`config.mk`:
```
export PLATFORM = sky130hd
export DESIGN_NAME = bis_axis
export DESIGN_NICKNAME = d
export VERILOG_FILES = /design/src/rtl/bis_pkg.sv /design/src/rtl/bis_axis.sv
export SDC_FILE = /design/constraint.sdc
export NUM_CORES = 1
export LEC_CHECK = 0
export ABC_AREA = 1
export BUFFER_PORTS_ARGS = -buffer_cell sky130_fd_sc_hd__buf_2
export CAP_MARGIN = 20
export CORE_MARGIN = 2
export CORE_UTILIZATION = 58
export DETAILED_ROUTE_END_ITERATION = 10
export GPL_TIMING_DRIVEN = 0
export MAX_ROUTING_LAYER = met4
export PLACE_DENSITY = 0.77
export SYNTH_ARGS = -nofsm -noshare
export SYNTH_HDL_FRONTEND = slang
export SYNTH_SLANG_ARGS = --single-unit
```
`constraint.sdc`:
```
create_clock -name clock -period 5.8 [get_ports clock]
set_input_delay 0.58 -clock clock [delete_from_list [all_inputs] [get_ports clock]]
set_output_delay 0.58 -clock clock [all_outputs]
set_load 0.05 [all_outputs]
```
`src/rtl/bis_pkg.sv`:
```
// shared types and constants of the bilinear image scaler
package bis_pkg;

   localparam int COORD_W     = 12;
   localparam int CHAN_W      = 8;
   localparam int PIXEL_W     = 3 * CHAN_W;
   localparam int SIZE_W      = 9;
   localparam int STEP_W      = 24;
   localparam int STEP_FRAC   = 16;
   localparam int CSR_W       = 24;
   localparam int CSR_INDEX_W = 2;

   localparam logic [SIZE_W-1:0] SOURCE_WIDTH_RESET  = 9'd160;
   localparam logic [SIZE_W-1:0] SOURCE_HEIGHT_RESET = 9'd120;
   localparam logic [STEP_W-1:0] STEP_RESET          = 24'h010000;

   typedef enum logic [CSR_INDEX_W-1:0] {
      CSR_SOURCE_WIDTH  = 2'd0,
      CSR_SOURCE_HEIGHT = 2'd1,
      CSR_X_STEP        = 2'd2,
      CSR_Y_STEP        = 2'd3
   } csr_index_type;

   typedef enum logic {
      CMD_WRITE   = 1'b0,
      CMD_REQUEST = 1'b1
   } command_type;

   // neighbour taps: bit 0 picks the right column, bit 1 the bottom row
   typedef enum logic [1:0] {
      TAP_TL = 2'd0,
      TAP_TR = 2'd1,
      TAP_BL = 2'd2,
      TAP_BR = 2'd3
   } tap_type;

   typedef enum logic [2:0] {
      ST_IDLE,
      ST_COORD,
      ST_READ0,
      ST_READ1,
      ST_READ2,
      ST_READ3,
      ST_LAST,
      ST_FINISH
   } state_type;

   typedef struct packed {
      logic mul_en;
      logic map_en;
   } axis_ctl_type;

   typedef struct packed {
      logic    load_weights;
      logic    acc_en;
      logic    acc_first;
      tap_type tap;
   } blend_ctl_type;

endpackage

```
`src/rtl/bis_axis.sv`:
```
// maps one destination coordinate to source neighbours and a fraction weight
module bis_axis #(
   parameter int MAX_SIZE = 256,
   parameter int FRAC_BITS = 16,
   localparam int IW = $clog2(MAX_SIZE)
) (
   input  logic                         clock,
   input  bis_pkg::axis_ctl_type        ctl,
   input  logic [bis_pkg::COORD_W-1:0]  dest,
   input  logic [bis_pkg::STEP_W-1:0]   step,
   input  logic [bis_pkg::SIZE_W-1:0]   size_cfg,
   output logic [IW-1:0]                lo,
   output logic [IW-1:0]                hi,
   output logic [FRAC_BITS-1:0]         frac
);
   import bis_pkg::*;

   localparam int POS_W = COORD_W + STEP_W;
   localparam int IP_W  = POS_W - STEP_FRAC;
   localparam int CW    = ($clog2(MAX_SIZE + 1) > SIZE_W) ? $clog2(MAX_SIZE + 1) : SIZE_W;

   logic [POS_W-1:0]     pos_ff;
   logic [IW-1:0]        lo_ff, lo_in;
   logic [IW-1:0]        hi_ff, hi_in;
   logic [FRAC_BITS-1:0] frac_ff, frac_in;

   logic [CW-1:0]        size_ext, eff, last_wide;
   logic [IW-1:0]        last;
   logic [IP_W-1:0]      ip;
   logic [STEP_W-1:0]    frac_wide;

   always_comb begin
      size_ext = CW'(size_cfg);
      if (size_ext == '0) begin
         eff = CW'(1);
      end else if (size_ext > CW'(MAX_SIZE)) begin
         eff = CW'(MAX_SIZE);
      end else begin
         eff = size_ext;
      end
      last_wide = eff - CW'(1);
      last      = last_wide[IW-1:0];

      ip = pos_ff[POS_W-1:STEP_FRAC];
      // step fraction rescaled to FRAC_BITS, truncating or zero-filling
      frac_wide = {pos_ff[STEP_FRAC-1:0], {(STEP_W - STEP_FRAC){1'b0}}}
                  >> (STEP_W - FRAC_BITS);

      if (ip > IP_W'(last)) begin
         lo_in   = last;
         frac_in = '0;
      end else begin
         lo_in   = ip[IW-1:0];
         frac_in = frac_wide[FRAC_BITS-1:0];
      end
      hi_in = (lo_in == last) ? last : lo_in + IW'(1);
   end

   always_ff @(posedge clock) begin
      if (ctl.mul_en) begin
         pos_ff <= POS_W'(dest) * POS_W'(step);
      end
      if (ctl.map_en) begin
         lo_ff   <= lo_in;
         hi_ff   <= hi_in;
         frac_ff <= frac_in;
      end
   end

   assign lo   = lo_ff;
   assign hi   = hi_ff;
   assign frac = frac_ff;

endmodule

```
==> results of run 1 <==
timing repair:
item,CTS,global route
pin swaps,0,0
hold buffers,0,0
endpoints found under the setup margin,12,12
resized for setup,23,44
Yosys cell counts, types with 3 or more instances:
library cell,number
inv_1,428
nand2_1,406
fa_1,220
ha_1,82
edfxtp_1,68
clkbuf_1,49
nand3_1,49
nor2_1,42
a21oi_1,37
xor2_1,20
o21ai_1,13
xnor2_1,13
o21ai_0,12
nand2_2,8
nand4_1,6
a31oi_1,5
o21bai_1,5
buf_6,4
nand3b_1,4
nor4_1,4
a21boi_1,3
inv_2,3
nor3_1,3
registers in the layout (all words and copies together) (netlist names):
name and flops:
hi 8, lo 8, pos_ff 36, frac 16
through the flow:
stage	instances	TNS [ns]	area (um2)
after floorplan	1510	0	12300
after global placement	1864	-6.88	13100
after detailed placement	1864	-8.23	13100
after CTS	1876	0	13400
after global routing	1872	-0.0409	13400
final	1873	0	13400
kinds of logic (layout without fill, tap and decap cells):
| group | after synthesis | in the layout | synth area share, % |
|---|---|---|---|
| xor+xnor | 34 | 34 | 2.48 |
| fa+ha+maj | 302 | 302 | 44.0 |
| simple gates | 533 | 533 | 17.8 |
| compound gates | 88 | 88 | 4.10 |
| buf+inv | 485 | 572 | 15.0 |
| flops | 68 | 68 | 16.6 |
| other cells | 0 | 1 | 0 |
layout make-up:
type                    instances  area, um2
diodes                          1       2.50
plain buffers                  46        251
clock buffers                   9        225
clock inverters                 7       67.6
fillers                      1768       7530
inverters                     431       1620
multi-input cells             957       8480
flip-flops and latches         68       2040
well taps                     275        344
repair buffers                 79        395
power by group:
| part | leakage [nW] | internal [mW] | switching (mW) | total (mW) |
|---|---|---|---|---|
| sequential | 0.679 | 0.990 | 0.0674 | 1.06 |
| combinational | 6.83 | 2.20 | 3.59 | 5.79 |
| clock | 0.139 | 0.330 | 0.203 | 0.533 |
metal layers:
metal / wire length (um) / share of wire, % / vias up
met4: 1120 / 3.8 / 0
met5: 0 / 0 / -
met1: 11100 / 38 / 4774
li1: - / - / 4583
met3: 2270 / 7.8 / 81
met2: 14600 / 50 / 393
worst max-delay path: stages:
cell and delay (ns):
buf_2 0.23, buf_4 0.24, nand2_1 0.10, fa_1 0.53, inv_1 0.04, ha_1 0.18
fa_1 0.48, inv_1 0.05, fa_1 0.48, fa_1 0.49, inv_1 0.04, ha_1 0.32
a21oi_1 0.16, nand2_1 0.11, a21oi_1 0.24, o21bai_1 0.13, a21oi_2 0.25, o21ai_4 0.11
a21boi_2 0.19, o21ai_2 0.11, nand3_1 0.11, nor2_1 0.05, nor2_1 0.16, o21bai_1 0.10
xor2_1 0.16
final timing paths:
check                           startpoint  slack [ns]    endpoint  depth (start not counted)
worst min-delay path             pos_ff[1]        0.54     frac[1]                          2
worst max register to register  pos_ff[23]        2.87       hi[6]                         15
worst max-delay path               dest[4]        0.22  pos_ff[34]                         25
worst min register to register   pos_ff[1]        0.54     frac[1]                          2
==> summary.txt, run 1 <==
Place
  – PortBufs: 79
  – Gpl congestion: between 0.9 and 1
  – Placement Setup Slack: -0.808 ns
  – Post-DP HPWL: between 20,000 and 25,000 um

Finish
  – Area growth syn-to-layout: 8.90%
  – Most common cell after layout, fill and taps aside: inv_1
  – Share of cells above drive strength 1: around a tenth
  – Final core utilization: between 60 and 70%
  – Most frequent cells in the layout: inv_1 (428), nand2_1 (406), fa_1 (220), buf_2 (83), ha_1 (82)
  – Post-layout nets: slightly below 2,000

Clock tree
  – Max H-tree Level: 3
  – Post-CTS setup buffers: 0
  – Clock transition at the registers of the reported paths: approximately 0.060 ns
  – CTS tree: built
  – CTS max path bufs: 2
  – Skew-Pair Late Insertion Delay: 0.33 ns
  – Root Buffer: clkbuf_16
  – CTS Buf Count: 9
  – Clock sinks: between 60 and 70

Floorplanning
  – Die area: about 22,000 um2
  – Row cnt: 53
  – Core Region: 21,000 um2
  – Chip Width: about 150 um
  – Die height: 150 um
  – I/O pin total: 80
  – Initial Utilization: roughly 60%

STA
  – Worst Skew: about 0.0052 ns
  – Final Worst Setup Slack: 0.218 ns
  – Hold Fails Final Rpt: 0
  – WHS: 0.545 ns
  – Min Tclk post-route: 5.58 ns
  – Slew margin rel.: between 40% and 50%
  – Tcrit/Tclk final: a little over nine tenths
  – Tightest Pin Transition: 0.811 ns
  – Max Slew Vio Count: 0
  – Setup violations, final: 0
  – Fmax achieved: between 150 and 200 MHz

Worst setup path
  – Worst setup SP type: primary input
  – CP Data Arrival Time: 5.66 ns
  – Worst Setup End Kind: flop
  – WS Path Type: primary input to flop
  – Crit Path Max Fanout: 10
  – Required time of the critical path: 5.88 ns

Hold path
  – Min-Delay Path Class: flop to flop

Global routing
  – Busiest grt layer: met2
  – Total track usage: 28.8%
  – GR Util met1: a little over a third
  – Number of antenna violations at the first check in global routing: 0
  – Largest net degree at the start of global routing: 37
  – Grt ovf: 0
  – Grt met2 use: approximately half
  – Met3 Use GR: ~3.9%
  – Vias in the first global route: slightly above 10,000
  – First-pass GRT wire length: roughly 50,000 um

Yosys
  – Synth Cell Area: approximately 12,000 um2
  – Dominant cell type by area after synthesis: fa_1
  – YS warnings: 0
  – Post-synth top flop: edfxtp_1
  – Largest cells by area after synthesis: fa_1 (36%), edfxtp_1 (17%), inv_1 (13%)
  – Avg Cell Area, Syn: a little over 8 um2
  – Fraction of registers with async set/reset: 0%
  – Syn_nets: roughly 1,900
  – Synth top area share: 35.7%
  – EDFF count, synth: just under 70
  – Post-synthesis sequential element count: a little under 70
  – Sequential area share after synthesis: approximately 17%
  – Yosys cell types: between 40 and 50
  – Cells after synthesis: 1,510

Route
  – DR WL/cell: roughly 16 um
  – Pre-Repair DR Iteration Count: 5
  – Residual DRC: 0
  – ANT nets after route: 0
  – Via Count: 9,831
  – Post-DR vias/cell: roughly 5.2
  – DR iter-0 viols: about 660
  – Final WL: ~29,000 um

Pwr
  – Maximum vdd drop: roughly 0.00046 V
  – Overall Power: approximately 7.4 mW
  – P_leak: ~7.6 nW
  – PwrDens: 550 nW/um2

Flow run
  – Max_cap viols: 0

Run status
  – Outcome: complete, no violations
Note: power is estimated with default switching activity, not from simulation.
==> run 2: changes to the inputs <==
--- a/config.mk
+++ b/config.mk
@@ -6,7 +6,7 @@
 export NUM_CORES = 1
 export LEC_CHECK = 0
 export ABC_AREA = 1
-export BUFFER_PORTS_ARGS = -buffer_cell sky130_fd_sc_hd__buf_2
+export BUFFER_PORTS_ARGS = -buffer_cell sky130_fd_sc_hd__clkbuf_2
 export CAP_MARGIN = 20
 export CORE_MARGIN = 2
 export CORE_UTILIZATION = 58
==> summary.txt, run 2 (synthesized netlist as in run 1, its figures left out) <==
Run status
  – Outcome: complete, no violations

Worst setup path
  – CP startpoint: dest[3]
  – Crit Path Max Fanout: 10 (unchanged)
  – Crit. path cell count: 25 (unchanged)
  – Cell count of the worst reg-to-reg path: 15 (unchanged)
  – WS Path Type: primary input to flop
  – Critical R2R Launch: pos_ff[23]
  – CP most frequent cell: fa_1
  – CP bufs+invs: 5 (unchanged)
  – Crit path max-delay family: adder cells
  – Worst path max stage delay: 0.54 ns (about the same)
  – Worst Setup End Kind: flop
  – Reg2reg setup slack: 2.94 ns (+0.07 ns)
  – CP Data Arrival Time: 5.69 ns (+0.03 ns)
  – Required time of the critical path: 5.88 ns (about the same)
  – Worst setup SP type: primary input
  – Slowest CP cell: fa_1

Place
  – Placed Cells: 1,864 (unchanged)
  – Post-DP HPWL: 23,900 um (about the same)
  – DP Area: 13,100 um2 (unchanged)
  – Gpl congestion: 0.958 (-2.6%)
  – PortBufs: 79 (unchanged)

Floorplanning
  – I/O pin total: 80 (unchanged)
  – Core Region: 21,000 um2 (unchanged)
  – Initial Utilization: 58.8% (unchanged)
  – Die height: 150 um (unchanged)
  – Row cnt: 53 (unchanged)
  – Die area: 22,400 um2 (unchanged)
  – Chip Width: 150 um (unchanged)

Clock tree
  – CTS Buf Count: 9 (unchanged)
  – CTS tree: built
  – Post-CTS setup buffers: 0 (unchanged)
  – Skew-Pair Late Insertion Delay: 0.33 ns (about the same)
  – Clock sinks: 68 (unchanged)
  – Clock transition at the registers of the reported paths: 0.06 ns (about the same)
  – Root Buffer: clkbuf_16
  – CTS Hold Bufs: 0 (unchanged)
  – CTS max path bufs: 2 (unchanged)
  – Max H-tree Level: 3 (unchanged)

Pwr
  – Maximum vdd drop: 0.000407 V (-12%)
  – Sw Ratio: 52.0% (-0.29 points)
  – Comb power frac: 78.0% (-0.5 points)
  – PwrDens: 553 nW/um2 (+0.64%)
  – Flop pwr share: 14.2% (about the same)
  – Clock share of power: 7.8% (+0.6 points)
  – Switch Pwr: 3.87 mW (+0.25%)
  – Overall Power: 7.44 mW (+0.81%)
  – P_leak: 7.68 nW (+0.39%)
  – P_int: 3.57 mW (+1.4%)

Finish
  – Area growth syn-to-layout: 9.08%
  – Filler instances: 1,782 (+0.79%)
  – Top reg by flops: pos_ff
  – Post-layout nets: 1,940 (-0.10%)
  – Largest register FFs: 36 (unchanged)
  – Multi-input logic area: 8490 um2 (about the same)
  – Share of cells above drive strength 1: 10.3% (+0.20 points)
  – Most frequent cells in the layout: inv_1 (428), nand2_1 (406), fa_1 (220), clkbuf_2 (102), ha_1 (82)
  – Seq. cell area: 2040 um2 (unchanged)
  – Fin area: 13,500 um2 (+0.17%)
  – Final Instance Count excl. Fillers: 1,871 (-0.11%)
  – Most common cell after layout, fill and taps aside: inv_1

STA
  – Setup violations, final: 0 (unchanged)
  – Max Slew Vio Count: 0 (unchanged)
  – Slew margin rel.: 40.3% (-5.6 points)
  – Min Tclk post-route: 5.61 ns (+0.0279 ns)
  – Fmax achieved: 178 MHz (-0.50%)
  – Tightest Pin Transition: 0.895 ns (+0.0845 ns)
  – Worst Skew: 0.00640 ns (+0.00121 ns)
  – Hold Fails Final Rpt: 0 (unchanged)
  – Tcrit/Tclk final: 96.7% (+0.48 points)
  – Setup TNS: 0 ns (unchanged)

Route
  – Pre-Repair DR Iteration Count: 5 (unchanged)
  – DR WL/cell: 15.5 um (+0.12%)
  – Final WL: 29,100 um (about the same)
  – DR iter-0 viols: 577 (-12%)
  – Post-DR vias/cell: 5.25 (about the same)
  – ANT nets after route: 0 (unchanged)
  – Residual DRC: 0 (unchanged)
  – Via Count: 9,820 (-0.11%)

Hold path
  – Min-delay src: pos_ff[2]
  – Min-Delay Path Class: flop to flop
  – Worst hold path depth: 2 (unchanged)

Global routing
  – First-pass GRT wire length: 48,500 um (-0.74%)
  – Largest net degree at the start of global routing: 37 (unchanged)
  – Grt ovf: 0 (unchanged)
  – Total track usage: 28.6% (-0.26 points)
  – Number of antenna violations at the first check in global routing: 1 (+1)
  – Vias in the first global route: 10,258 (+1.1%)

Flow run
  – Max_cap viols: 0 (unchanged)
-- run 2: changes by cell type in the layout (fill, tap and decap cells not counted) --
cell | before | now
clkbuf_2 | 20 | 102
buf_2 | 83 | 3
clkbuf_1 | 13 | 9
buf_4 | 4 | 2
clkbuf_4 | 1 | 3
clkinvlp_4 | 2 | 0
a21oi_1 | 34 | 33
a21oi_2 | 4 | 5
bufinv_16 | 1 | 2
clkinv_4 | 1 | 2
o21ai_0 | 11 | 10
o21ai_1 | 10 | 11
-- run 2: through the flow --
step	setup slack [ns]	hold slack, ns	utilization, %
2_1_floorplan	0.331	0.519	-
5_1_grt	-0.0144	0.593	64.2
4_1_cts	0.00786	0.549	64.1
3_3_place_gp	-0.760	0.524	62.4
3_5_place_dp	-0.853	0.534	62.4
6_report	0.190	0.552	64.2
-- run 2: layer usage --
| layer | share of wire, % | GRT usage [%] | up-vias | wire (um) |
|---|---|---|---|---|
| li1 | - | - | 4583 | - |
| met5 | 0 | - | - | 0 |
| met3 | 8.2 | 4.57 | 94 | 2380 |
| met1 | 38 | 33.8 | 4750 | 11000 |
| met4 | 4.1 | 10.7 | 0 | 1190 |
| met2 | 50 | 49.4 | 393 | 14600 |
-- run 2: repair_timing --
action / in CTS / in global routing
gates resized for setup: 27 / 40
endpoints found under the setup margin: 14 / 12
pin swaps: 0 / 0
-- run 2: area by class of cell --
type | instances | area share (%)
multi-input cells | 957 | 63.1
flip-flops and latches | 68 | 15.2
inverters | 431 | 12.0
repair buffers | 79 | 2.94
well taps | 275 | 2.56
plain buffers | 44 | 1.83
clock buffers | 9 | 1.67
clock inverters | 7 | 0.679
diodes | 1 | 0.0186
-- run 2: worst min-delay path, delay by kind of cell (launching register included) --
kind / cells / cell delay [ns]
flip-flops: 1 / 0.32
AND/OR/NAND/NOR: 1 / 0.08
buffers and inverters: 1 / 0.04
-- run 2: path summary, 6_finish.rpt --
check	end
min reg2reg	frac[2]
min	frac[2]
max	pos_ff[34]
max reg2reg	hi[4]
-- run 2: power groups by stage --
stage / logic (mW) / registers [mW] / clock network [mW]
after CTS: 5.70 / 1.06 / 0.582
after global routing: 6.58 / 1.07 / 0.604
final: 5.81 / 1.06 / 0.579
after detailed placement: 5.58 / 1.07 / 0
after global placement: 5.45 / 1.06 / 0
after floorplan: 4.16 / 1.10 / 0
==> run 3: changes to the inputs <==
--- a/config.mk
+++ b/config.mk
@@ -9,11 +9,11 @@
 export BUFFER_PORTS_ARGS = -buffer_cell sky130_fd_sc_hd__clkbuf_2
 export CAP_MARGIN = 20
 export CORE_MARGIN = 2
-export CORE_UTILIZATION = 58
+export CORE_UTILIZATION = 62
 export DETAILED_ROUTE_END_ITERATION = 10
 export GPL_TIMING_DRIVEN = 0
 export MAX_ROUTING_LAYER = met4
-export PLACE_DENSITY = 0.77
+export PLACE_DENSITY = 0.78
 export SYNTH_ARGS = -nofsm -noshare
 export SYNTH_HDL_FRONTEND = slang
 export SYNTH_SLANG_ARGS = --single-unit
==> constraint.sdc (replaced) <==
create_clock -name clock -period 6.4 [get_ports clock]
set_input_delay 0.64 -clock clock [delete_from_list [all_inputs] [get_ports clock]]
set_output_delay 0.64 -clock clock [all_outputs]
set_load 0.05 [all_outputs]
==> summary.txt, run 3 (synthesized netlist as in run 1, its figures left out) <==
Run status
  – Outcome: complete, no violations

Finish
  – Largest register FFs: 36 (unchanged)
  – Diodes inserted: 0 (-1)
  – Final Instance Count excl. Fillers: 1,865 (-0.32%)
  – Most frequent cells in the layout: inv_1 (428), nand2_1 (406), fa_1 (220), clkbuf_2 (96), ha_1 (82)
  – Share of cells above drive strength 1: 8.75% (-1.5 points)
  – Most common cell after layout, fill and taps aside: inv_1
  – Post-layout nets: 1,945 (+0.26%)
  – Final core utilization: 68.6% (+4.4 points)
  – Top reg by flops: pos_ff
  – Area growth syn-to-layout: 8.28%

Floorplanning
  – Initial Utilization: 63.4% (+4.5 points)
  – I/O pin total: 80 (unchanged)
  – Core Region: 19,500 um2 (-7.1%)
  – Die height: 145 um (-3.2%)
  – Die area: 21,000 um2 (-6.3%)
  – Row cnt: 51 (-3.8%)
  – Chip Width: 145 um (-3.2%)

Route
  – Post-DR vias/cell: 5.26 (+0.18%)
  – Via Count: 9,806 (-0.14%)
  – Residual DRC: 0 (unchanged)
  – DR iter-0 viols: 621 (+7.6%)
  – Met2 wire len: 14,100 um (-2.9%)
  – Top sig layer: met4
  – Met1 WL: 11,400 um (+3.9%)
  – Met3 WL: 2210 um (-6.9%)
  – Pre-Repair DR Iteration Count: 5 (unchanged)
  – ANT nets after route: 0 (unchanged)
  – Final WL: 29,200 um (+0.45%)
  – DR WL/cell: 15.7 um (+0.78%)

Global routing
  – Total track usage: 30.5% (+1.9 points)
  – First-pass GRT wire length: 49,100 um (+1.2%)
  – Number of antenna violations at the first check in global routing: 0 (-1)
  – Grt ovf: 0 (unchanged)
  – Largest net degree at the start of global routing: 37 (unchanged)
  – Vias in the first global route: 10,186 (-0.70%)

Place
  – Placed Cells: 1,854 (-0.54%)
  – PortBufs: 79 (unchanged)
  – Post-DP HPWL: 24,300 um (+1.5%)
  – Gpl congestion: 0.943 (-1.5%)

Clock tree
  – Clock transition at the registers of the reported paths: 0.05 ns (about the same)
  – CTS tree: built
  – CTS Buf Count: 9 (unchanged)
  – CTS Hold Bufs: 0 (unchanged)
  – Clock sinks: 68 (unchanged)
  – Post-CTS setup buffers: 0 (unchanged)
  – Max H-tree Level: 3 (unchanged)
  – CTS max path bufs: 2 (unchanged)
  – Post-CTS sizing: 1 (-96%)
  – Root Buffer: clkbuf_16
  – Skew-Pair Late Insertion Delay: 0.34 ns (about the same)

Worst setup path
  – Slowest CP cell: clkbuf_1
  – Crit Path Max Fanout: 10 (unchanged)
  – Required time of the critical path: 6.49 ns (+0.61 ns)
  – Worst Setup End Kind: flop
  – Cell count of the worst reg-to-reg path: 16 (+1)
  – WS Path Type: primary input to flop
  – Worst setup SP type: primary input
  – Worst path max stage delay: 0.58 ns (+0.04 ns)
  – Reg2reg setup slack: 3.52 ns (+0.58 ns)
  – Worst path cell trace: clkbuf_2 -> clkbuf_1 -> nand2_1 -> fa_1 -> fa_1 -> inv_1 -> fa_1 -> fa_1 -> ha_1 -> nand2_1 -> inv_1 -> a21oi_1 -> o21ai_1 -> a21oi_1 -> o21ai_1 -> a21boi_1 -> o21bai_1 -> a21boi_1 -> o21ai_0 -> nand2_1 -> nand3_1 -> nand2_1
  – CP Data Arrival Time: 6.21 ns (+0.52 ns)

Pwr
  – Maximum vdd drop: 0.000389 V (-4.5%)
  – P_leak: 7.61 nW (-0.84%)
  – PwrDens: 493 nW/um2 (-11%)

Hold path
  – Min-Delay Path Class: flop to flop
  – Worst hold path depth: 2 (unchanged)

STA
  – Setup TNS: 0 ns (unchanged)
  – Tightest Pin Transition: 0.892 ns (-0.00361 ns)
  – Setup violations, final: 0 (unchanged)
  – RSZ-0062 raised after global routing: false
  – Min Tclk post-route: around 6.1 ns
  – Tcrit/Tclk final: 95.7%
  – Slew margin rel.: 40.5% (+0.24 points)
  – Worst Skew: 0.00844 ns (+0.00204 ns)
  – WHS: 0.549 ns (-0.00247 ns)
  – Fmax achieved: roughly 160 MHz
  – Max Slew Vio Count: 0 (unchanged)
  – Hold Fails Final Rpt: 0 (unchanged)

Flow run
  – Max_cap viols: 0 (unchanged)
run 3: cell types whose count changed in the layout (fill, tap and decap cells not counted), sizes merged:
cell      change
clkinv        -1
diode         -1
buf           -4
clkbuf       +10
clkinvlp      +1
bufinv        -1
run 3: final cells by class:
| class | instances | area [um2] |
|---|---|---|
| buffer | 49 | 236 |
| clock buffer | 10 | 229 |
| clock inverter | 6 | 55.1 |
| fill | 1570 | 6110 |
| inverter | 431 | 1620 |
| multi-input combinational | 957 | 8450 |
| sequential | 68 | 2040 |
| tap | 265 | 332 |
| timing repair buffer | 79 | 395 |
run 3: power by group:
| part | internal [mW] | switching (mW) | total (mW) |
|---|---|---|---|
| clock network | 0.297 | 0.171 | 0.468 |
| logic | 1.97 | 3.19 | 5.16 |
| registers | 0.897 | 0.0568 | 0.953 |
| total | 3.16 | 3.42 | 6.58 |
run 3: metal layers:
metal  track usage, %  up-vias
met2             50.1      428
met1             37.4     4706
met3             4.25       94
met5                -        -
li1                 -     4578
met4             15.4        0
run 3: path summary, 6_finish.rpt:
check             startpoint    endpoint
setup reg to reg  pos_ff[34]       hi[4]
hold reg to reg    pos_ff[5]     frac[5]
hold / removal     pos_ff[5]     frac[5]
setup / recovery     dest[2]  pos_ff[31]
run 3: critical path: cells and delay by family:
kind | cells | cell delay [ns]
fa+ha+maj | 5 | 2.39
compound gates | 8 | 1.75
buf+inv | 4 | 0.93
simple gates | 5 | 0.50
run 3: through the flow:
stage               cell area, um2  setup slack (ns)  power (mW)
floorplan                    12300             0.871        4.77
global placement             13100            -0.296        5.97
detailed placement           13100            -0.346        6.10
CTS                          13300           0.00388        6.60
global route                 13400           0.00832        7.35
finish                       13400             0.278        6.58
